===== src/rtl/rrss_pkg.sv =====
// Shared types and codes of the round-robin sleep scheduler.
package rrss_pkg;

  localparam int SLOT_W = 3;
  localparam int MS_W   = 32;
  localparam int DUR_W  = 31;
  localparam int CMD_W  = 2;

  // Command codes
  localparam logic [CMD_W-1:0] CMD_TICK  = 2'd0;
  localparam logic [CMD_W-1:0] CMD_SLEEP = 2'd1;
  localparam logic [CMD_W-1:0] CMD_START = 2'd2;
  localparam logic [CMD_W-1:0] CMD_END   = 2'd3;

  // Slot status codes; code 3 behaves like idle
  localparam logic [1:0] ST_IDLE   = 2'd0;
  localparam logic [1:0] ST_ACTIVE = 2'd1;
  localparam logic [1:0] ST_SLEEP  = 2'd2;

  // One thread slot as it travels around the ring
  typedef struct packed {
    logic            used;
    logic [1:0]      status;
    logic [MS_W-1:0] sbegin;
    logic [MS_W-1:0] slen;
  } slot_t;

  localparam slot_t SLOT_RST_HEAD = '{used: 1'b1, status: ST_ACTIVE, sbegin: '0, slen: '0};
  localparam slot_t SLOT_RST_FREE = '{used: 1'b0, status: ST_IDLE, sbegin: '0, slen: '0};

endpackage


===== src/rtl/rrss_cell.sv =====
// One ring cell: holds a thread slot, wakes it on tick, hands it to its neighbor.
module rrss_cell
  import rrss_pkg::*;
(
  input  logic            clk,
  input  logic            rst_n,
  input  slot_t           rst_val,
  input  logic            shift,
  input  logic            wake_en,
  input  logic [MS_W-1:0] ms,
  input  slot_t           from_next,
  output slot_t           to_prev
);

  slot_t           slot_r;
  logic [MS_W-1:0] elapsed;
  logic            wake;

  // Elapsed time wraps modulo 2^32
  assign elapsed = ms - slot_r.sbegin;
  assign wake    = wake_en && slot_r.used && (slot_r.status == ST_SLEEP)
                   && (elapsed > slot_r.slen);

  // Word handed on, with the sleeper woken when its time is up
  always_comb begin
    to_prev = slot_r;
    if (wake) begin
      to_prev.status = ST_IDLE;
    end
  end

  always_ff @(posedge clk) begin
    if (!rst_n) begin
      slot_r <= rst_val;
    end else if (shift) begin
      slot_r <= from_next;
    end
  end

endmodule


===== src/rtl/round_robin_sleep_scheduler.sv =====
// Top level: round-robin thread scheduler with sleep timers over a ring of slot cells.
//
//   channel | direction | handshake            | payload
//   in_     | input     | in_valid / in_ready  | command, duration
//   out_    | output    | out_valid / out_ready| switched .. tick_count
//
// The slot table is a ring of NUM_SLOTS cells that rotates by one slot per cycle past
// the head during a pass, where the controller reads and edits it. Sleep, start and
// end take one full rotation, a tick takes two (wake and scan, then update); the result
// is then loaded in the done state and the block returns to idle, so it takes no new
// word before the last one is through.
// Reset (synchronous, rst_n low) restores slot 0 as the running thread at once.
// A result waiting on out_ready holds only the final load step of the next item.
module round_robin_sleep_scheduler
  import rrss_pkg::*;
#(
  parameter int NUM_SLOTS = 8
) (
  input  logic              clk,
  input  logic              rst_n,
  input  logic              in_valid,
  output logic              in_ready,
  input  logic [CMD_W-1:0]  in_command,
  input  logic [DUR_W-1:0]  in_duration,
  output logic              out_valid,
  input  logic              out_ready,
  output logic              out_switched,
  output logic              out_old_valid,
  output logic [SLOT_W-1:0] out_old_slot,
  output logic [SLOT_W-1:0] out_new_slot,
  output logic [SLOT_W-1:0] out_started_slot,
  output logic              out_table_full,
  output logic              out_none_runnable,
  output logic [MS_W-1:0]   out_tick_count
);

  localparam int IW = $clog2(NUM_SLOTS);
  localparam logic [IW-1:0] LAST = IW'(NUM_SLOTS - 1);

  typedef enum logic [1:0] {S_IDLE, S_PASS1, S_PASS2, S_DONE} state_t;

  state_t            state_r;
  logic [IW-1:0]     idx_r;
  logic [CMD_W-1:0]  cmd_r;
  logic [DUR_W-1:0]  dur_r;
  logic [MS_W-1:0]   ms_r;
  logic [IW-1:0]     cur_r;
  logic              cur_valid_r;
  logic              done_r;
  logic [IW-1:0]     started_r;
  logic              full_r;
  logic              any_f_r, aft_f_r, use_f_r;
  logic [IW-1:0]     any_i_r, aft_i_r, use_i_r;
  logic              found_r, sw_r;
  logic [IW-1:0]     pick_r;

  logic              out_valid_r;
  logic              out_switched_r, out_old_valid_r, out_table_full_r, out_none_runnable_r;
  logic [SLOT_W-1:0] out_old_slot_r, out_new_slot_r, out_started_slot_r;
  logic [MS_W-1:0]   out_tick_count_r;

  slot_t             chain [NUM_SLOTS];
  slot_t             head;
  slot_t             edit;
  logic              shift, wake_en, runnable;
  logic              done_nxt;
  logic              any_f_nxt, aft_f_nxt, use_f_nxt;
  logic [IW-1:0]     any_i_nxt, aft_i_nxt, use_i_nxt;
  logic              found_nxt, sw_nxt;
  logic [IW-1:0]     pick_nxt;

  assign shift   = (state_r == S_PASS1) || (state_r == S_PASS2);
  assign wake_en = (state_r == S_PASS1) && (cmd_r == CMD_TICK);

  // Ring of slot cells; the tail takes the edited head word
  for (genvar i = 0; i < NUM_SLOTS; i++) begin : g_cell
    rrss_cell u_cell (
      .clk       (clk),
      .rst_n     (rst_n),
      .rst_val   ((i == 0) ? SLOT_RST_HEAD : SLOT_RST_FREE),
      .shift     (shift),
      .wake_en   (wake_en),
      .ms        (ms_r),
      .from_next ((i == NUM_SLOTS - 1) ? edit : chain[(i + 1) % NUM_SLOTS]),
      .to_prev   (chain[i])
    );
  end

  assign head     = chain[0];
  assign runnable = head.used && (head.status != ST_SLEEP);

  // Scan records: first runnable, first runnable after current, first used
  always_comb begin
    any_f_nxt = any_f_r || runnable;
    any_i_nxt = (!any_f_r && runnable) ? idx_r : any_i_r;
    aft_f_nxt = aft_f_r || (runnable && (idx_r > cur_r));
    aft_i_nxt = (!aft_f_r && runnable && (idx_r > cur_r)) ? idx_r : aft_i_r;
    use_f_nxt = use_f_r || head.used;
    use_i_nxt = (!use_f_r && head.used) ? idx_r : use_i_r;
  end

  // Pick at the end of the wake pass
  always_comb begin
    if (!cur_valid_r) begin
      found_nxt = use_f_nxt;
      pick_nxt  = use_i_nxt;
    end else if (aft_f_nxt) begin
      found_nxt = 1'b1;
      pick_nxt  = aft_i_nxt;
    end else begin
      found_nxt = any_f_nxt;
      pick_nxt  = any_i_nxt;
    end
    sw_nxt = found_nxt && (!cur_valid_r || (pick_nxt != cur_r));
  end

  // Edit of the slot passing the head
  always_comb begin
    edit     = head;
    done_nxt = done_r;
    unique case (cmd_r)
      CMD_TICK: begin
        if ((state_r == S_PASS2) && sw_r) begin
          if (cur_valid_r && (idx_r == cur_r) && (head.status != ST_SLEEP)) begin
            edit.status = ST_IDLE;
          end
          if (idx_r == pick_r) begin
            edit.status = ST_ACTIVE;
          end
        end
      end
      CMD_SLEEP: begin
        if (!done_r && head.used && (head.status == ST_ACTIVE)) begin
          edit.status = ST_SLEEP;
          edit.sbegin = ms_r;
          edit.slen   = {1'b0, dur_r};
          done_nxt    = 1'b1;
        end
      end
      CMD_START: begin
        if (!done_r && !head.used) begin
          edit      = SLOT_RST_FREE;
          edit.used = 1'b1;
          done_nxt  = 1'b1;
        end
      end
      CMD_END: begin
        if (cur_valid_r && (idx_r == cur_r)) begin
          edit = SLOT_RST_FREE;
        end
      end
      default: edit = head;
    endcase
  end

  // Sequencer, scheduler registers and output word
  always_ff @(posedge clk) begin
    if (!rst_n) begin
      state_r     <= S_IDLE;
      idx_r       <= '0;
      cmd_r       <= CMD_TICK;
      ms_r        <= '0;
      cur_r       <= '0;
      cur_valid_r <= 1'b1;
      out_valid_r <= 1'b0;
    end else begin
      // Drain the output word; a load in S_DONE takes over this cycle
      if (out_valid_r && out_ready && (state_r != S_DONE)) begin
        out_valid_r <= 1'b0;
      end
      unique case (state_r)
        S_IDLE: begin
          if (in_valid) begin
            cmd_r     <= in_command;
            dur_r     <= in_duration;
            if (in_command == CMD_TICK) begin
              ms_r <= ms_r + MS_W'(1);
            end
            idx_r     <= '0;
            done_r    <= 1'b0;
            started_r <= '0;
            full_r    <= 1'b0;
            any_f_r   <= 1'b0;
            aft_f_r   <= 1'b0;
            use_f_r   <= 1'b0;
            any_i_r   <= '0;
            aft_i_r   <= '0;
            use_i_r   <= '0;
            found_r   <= 1'b0;
            sw_r      <= 1'b0;
            pick_r    <= '0;
            state_r   <= S_PASS1;
          end
        end
        S_PASS1: begin
          idx_r   <= (idx_r == LAST) ? '0 : idx_r + IW'(1);
          done_r  <= done_nxt;
          any_f_r <= any_f_nxt;
          aft_f_r <= aft_f_nxt;
          use_f_r <= use_f_nxt;
          any_i_r <= any_i_nxt;
          aft_i_r <= aft_i_nxt;
          use_i_r <= use_i_nxt;
          if ((cmd_r == CMD_START) && done_nxt && !done_r) begin
            started_r <= idx_r;
          end
          if (idx_r == LAST) begin
            if (cmd_r == CMD_TICK) begin
              found_r <= found_nxt;
              pick_r  <= pick_nxt;
              sw_r    <= sw_nxt;
              state_r <= S_PASS2;
            end else begin
              state_r <= S_DONE;
            end
            if (cmd_r == CMD_START) begin
              full_r <= !done_nxt;
            end
          end
        end
        S_PASS2: begin
          idx_r <= (idx_r == LAST) ? '0 : idx_r + IW'(1);
          if (idx_r == LAST) begin
            state_r <= S_DONE;
          end
        end
        S_DONE: begin
          if (!out_valid_r || out_ready) begin
            out_valid_r         <= 1'b1;
            out_switched_r      <= sw_r;
            out_old_valid_r     <= sw_r && cur_valid_r;
            out_old_slot_r      <= (sw_r && cur_valid_r) ? SLOT_W'(cur_r) : '0;
            out_new_slot_r      <= sw_r ? SLOT_W'(pick_r) : '0;
            out_started_slot_r  <= SLOT_W'(started_r);
            out_table_full_r    <= full_r;
            out_none_runnable_r <= (cmd_r == CMD_TICK) && !found_r;
            out_tick_count_r    <= ms_r;
            if (sw_r) begin
              cur_r       <= pick_r;
              cur_valid_r <= 1'b1;
            end
            if (cmd_r == CMD_END) begin
              cur_valid_r <= 1'b0;
            end
            state_r <= S_IDLE;
          end
        end
        default: state_r <= S_IDLE;
      endcase
    end
  end

  assign in_ready          = (state_r == S_IDLE);
  assign out_valid         = out_valid_r;
  assign out_switched      = out_switched_r;
  assign out_old_valid     = out_old_valid_r;
  assign out_old_slot      = out_old_slot_r;
  assign out_new_slot      = out_new_slot_r;
  assign out_started_slot  = out_started_slot_r;
  assign out_table_full    = out_table_full_r;
  assign out_none_runnable = out_none_runnable_r;
  assign out_tick_count    = out_tick_count_r;

endmodule


===== config.mk =====
export PLATFORM = sky130hd
export DESIGN_NAME = round_robin_sleep_scheduler
export DESIGN_NICKNAME = d
export VERILOG_FILES = /design/src/rtl/rrss_pkg.sv /design/src/rtl/rrss_cell.sv /design/src/rtl/round_robin_sleep_scheduler.sv
export SDC_FILE = /design/constraint.sdc
export NUM_CORES = 2
export LEC_CHECK = 0
export BUFFER_PORTS_ARGS = -buffer_cell sky130_fd_sc_hd__buf_2
export CORE_MARGIN = 2
export CORE_UTILIZATION = 58
export CTS_CLUSTER_DIAMETER = 120
export DETAILED_ROUTE_END_ITERATION = 8
export PLACE_DENSITY = 0.77
export SLEW_MARGIN = 20
export SYNTH_ARGS = -nofsm -noshare
export SYNTH_HDL_FRONTEND = slang
export SYNTH_SLANG_ARGS = --single-unit

===== constraint.sdc =====
create_clock -name clk -period 5.9 [get_ports clk]
set_input_delay 0.59 -clock clk [delete_from_list [all_inputs] [get_ports clk]]
set_output_delay 0.59 -clock clk [all_outputs]
set_load 0.01 [all_outputs]

==> summary.txt <==
Outcome
  • Outcome: finished, violations left
  • Violated checks: negative setup slack

Layout
  • Diodes inserted: 0
  • Share of cells above drive strength 1: between 6 and 7%
  • Synthesis-to-layout area growth: 10.1%
  • Nets: 5659
  • Final core occ: 64.4%

Yosys
  • Synthesized area per cell: approximately 9 um^2
  • Simple-Gate Fraction of Synth Area: 15.8%
  • Fraction of the mapped netlist area in adder cells: between 10% and 20%
  • Synth Area in Compound Gates: 15.7%
  • Synth area leaders: dfxtp_1 (26%), ha_1 (14%), mux2i_1 (11%)
  • Xor/xnor cell area share of the yosys netlist: 4.67%
  • Main synth FF type: dfxtp_1
  • Synth Register Bits: 678
  • EDFF count, synth: 98
  • Synth top cells by count: inv_1 (586), dfxtp_1 (580), nor2b_1 (527), ha_1 (519), mux2i_1 (479)
  • Sequential-to-total area share from yosys stat: 32.2%
  • Synth cell types: 88
  • Area leader, netlist: dfxtp_1
  • Mux share of post-synthesis cell area: 10.6%
  • Synth top area share: 25.7%
  • Mapped cell area: 45200 um^2
  • Synth warnings: 0
  • Largest family of logic cells by synthesized area: simple AND/OR/NAND/NOR gates
  • Cells after Synth: 5018
  • Top-count cell post-synth: inv_1
  • Syn_nets: roughly 5600
  • Asr flop ratio synth: 0%

Floorplanning
  • Die width: roughly 280 um
  • # rows: about 100
  • IO Pins: 84
  • Core area: a little under 80000 um^2
  • Initial core utilization: 58.5%
  • Die Ht: roughly 280 um
  • Die Area: approximately 80000 um^2

Clock network
  • Clock Sinks: 678
  • H-Tree Depth: 3
  • CTS Hold Bufs: 0
  • Clock Tree Buf Depth: 3
  • Num CTS Buffers: 75
  • Root buf cell: clkbuf_16
  • CTS tree: built
  • CTS clk-pin slew, worst paths: approximately 0.06 ns
  • Worst-Skew Late Latency: 0.63 ns

Timing
  • Setup violators final: 1
  • Measured slew at the worst slew-check pin: 1.35 ns
  • Final Skew: 0.0309 ns
  • RSZ-0062 raised after global routing: yes
  • Final hold viol count: 0
  • Max Transition Viols Final: 0
  • Setup ws final: -0.0441 ns
  • Fin Setup TNS: -0.0441 ns
  • Slew HR: 10.0%
  • Crit path time final: ~6 ns
  • Fin crit share: 101%
  • Max Freq: 168 MHz

Hold path
  • HP Start: in_duration[21]
  • WHS Endpoint: dur_r[21]
  • Hold path cells: 1
  • Type of the tightest min-delay check: input port to flip-flop

Routing
  • Total wire length: about 120000 um
  • Vias/cell: roughly 5.7
  • Via total after detailed routing: 35600
  • ANT nets after route: 0
  • DRT iter0 DRCs: between 2000 and 2500
  • DR WL/cell: between 15 and 20 um
  • DRC: 0
  • Drt pass-1 iters: 6

Setup path
  • Worst path buffer plus inverter count: 3
  • Crit Reg-Reg Endpoint: sw_r
  • Worst Reg-to-Reg Cells: 26
  • Arr. time, crit path: ~6.3 ns
  • WS Path Type: flip-flop to flip-flop
  • Slowest cell on the critical path: or4b_1
  • CP max stage delay: 0.54 ns
  • RR Startpoint: ms_r[0]
  • Reg2reg setup slack: -0.04 ns
  • Endpoint class of the critical path: flip-flop
  • Delay-heaviest family, CP: compound AO/OA/AOI/OAI gates
  • Crit start category: flip-flop
  • CP required: between 6 and 7 ns
  • Critical path peak fanout: 5

Global route
  • Vias in the first global route: about 33000
  • Pin count of the biggest net entering global routing: between 200 and 250
  • Initial antenna violation count: 1
  • Total grt overflow: 0
  • Global-route wire length before repair: 186000 um
  • Gr usage total: between 20% and 30%

Power
  • Power Dens Cells: 448 nW/um^2
  • Peak VDD IR: 0.589 mV
  • Switch share: 40.7%
  • Sequential Power Share: 26.1%
  • Power share of the combinational group: 52.3%
  • Leak: 0.0206 uW
  • Cell-internal power: 13200 uW
  • P_sw: 9070 uW
  • Clock power frac: 21.6%

Placement
  • Port bufs: 83
  • Final GP Congestion: 0.958
  • Final HPWL from detailed placement: 91400 um
  • Worst slack at placement: -0.255 ns

Job
  • Max Cap Viol: 0
==> what timing repair did <==
item,4_1_cts,5_1_grt
pin swaps,9,29
endpoints found under the setup margin,3,9
gates cloned,0,0
gates resized for setup,8,44
setup buffers,1,9
==> how the worst max path moves through the flow <==
stage / startpoint / to / slack, ns / cells after the start
2_1_floorplan: ms_r[0] / sw_r / 0.16 / 24
5_1_grt: ms_r[0] / sw_r / -0.18 / 26
4_1_cts: ms_r[0] / sw_r / 0.03 / 26
3_5_place_dp: ms_r[0] / sw_r / -0.25 / 25
6_report: ms_r[0] / sw_r / -0.04 / 26
3_3_place_gp: ms_r[0] / sw_r / -0.14 / 25
==> power by group through the flow <==
stage / logic (uW) / registers, uW / clock network, uW
finish: 11700 / 5810 / 4830
CTS: 11300 / 5810 / 4900
global route: 12700 / 5840 / 5080
detailed placement: 11100 / 5910 / 0
global placement: 11000 / 5900 / 0
floorplan: 8640 / 5570 / 0
==> sequential cells by signal, indices dropped and copies added (netlist names), 2 cells and up <==
name and cells:
use_i_r 3, idx_r 3, out_old_slot 3, state_r 2, out_started_slot 3, g_cell.u_cell.slot_r 16
started_r 3, any_i_r 3, out_new_slot 3, ms_r 32, cur_r 3, g_cell.u_cell.to_prev 520
aft_i_r 3, dur_r 31, out_tick_count 32, pick_r 3, cmd_r 2
==> area by class of cell <==
class	instances	area, um^2
Sequential cell	678	14600
Inverter	586	2200
Fill cell	6422	27500
Clock buffer	102	2130
Tap cell	1040	1300
Timing Repair Buffer	168	1130
Multi-Input combinational cell	3586	28100
Clock inverter	30	353
==> per-layer routing <==
metal / routed length, um / track usage [%] / vias up / share of wire [%]
met1: 51600 / 36.6 / 16600 / 43
li1: - / - / 17700 / -
met4: 5850 / 13.4 / 2 / 4.8
met3: 5740 / 3.28 / 280 / 4.7
met5: 12 / 0 / - / 0.0099
met2: 57800 / 50.4 / 985 / 48
==> placed cells by master (no fill, tap or decap), drive strengths merged, types with 15 or more instances in the layout <==
| master | Yosys | layout |
|---|---|---|
| a21o | 153 | 153 |
| a21oi | 270 | 270 |
| nor2 | 188 | 188 |
| a21boi | 18 | 18 |
| edfxtp | 98 | 98 |
| nand3 | 58 | 58 |
| ha | 519 | 519 |
| or3 | 22 | 22 |
| nor3 | 49 | 49 |
| clkbuf | 126 | 102 |
| dfxtp | 580 | 580 |
| mux2i | 479 | 479 |
| xor2 | 67 | 67 |
| o21a | 69 | 69 |
| a22oi | 67 | 67 |
| xnor2 | 174 | 174 |
| o211ai | 26 | 26 |
| o21ai | 162 | 162 |
| inv | 586 | 589 |
| nand2 | 210 | 210 |
| nor2b | 527 | 527 |
| nand2b | 36 | 36 |
| o21bai | 33 | 33 |
| buf | 42 | 168 |
| and2 | 54 | 54 |
| and3 | 28 | 28 |
| nand4 | 74 | 74 |
| o211a | 65 | 65 |
| nor4 | 18 | 18 |
| clkinv | 0 | 15 |
| a211oi | 24 | 24 |
| a31oi | 23 | 23 |
==> kinds of logic after synthesis <==
logic type	after synthesis
xor gates and xnor gates	241
DFF	678
muxes	479
buffers and inverters	754
AOI/OAI and AO/OA	1033
adders and majority gates	527
and+or+nand+nor	1306
==> through the flow <==
stage               power, uW  instances  instance area (um^2)  hold slack (ns)
detailed placement      17100       6048                 46900            0.414
CTS                     22000       6181                 49400            0.103
global placement        16900       6048                 46900            0.405
finish                  22300       6190                 49700            0.133
floorplan               14200       5018                 45200            0.400
global route            23700       6190                 49700            0.120
Note: power is estimated with default switching activity, not from simulation.
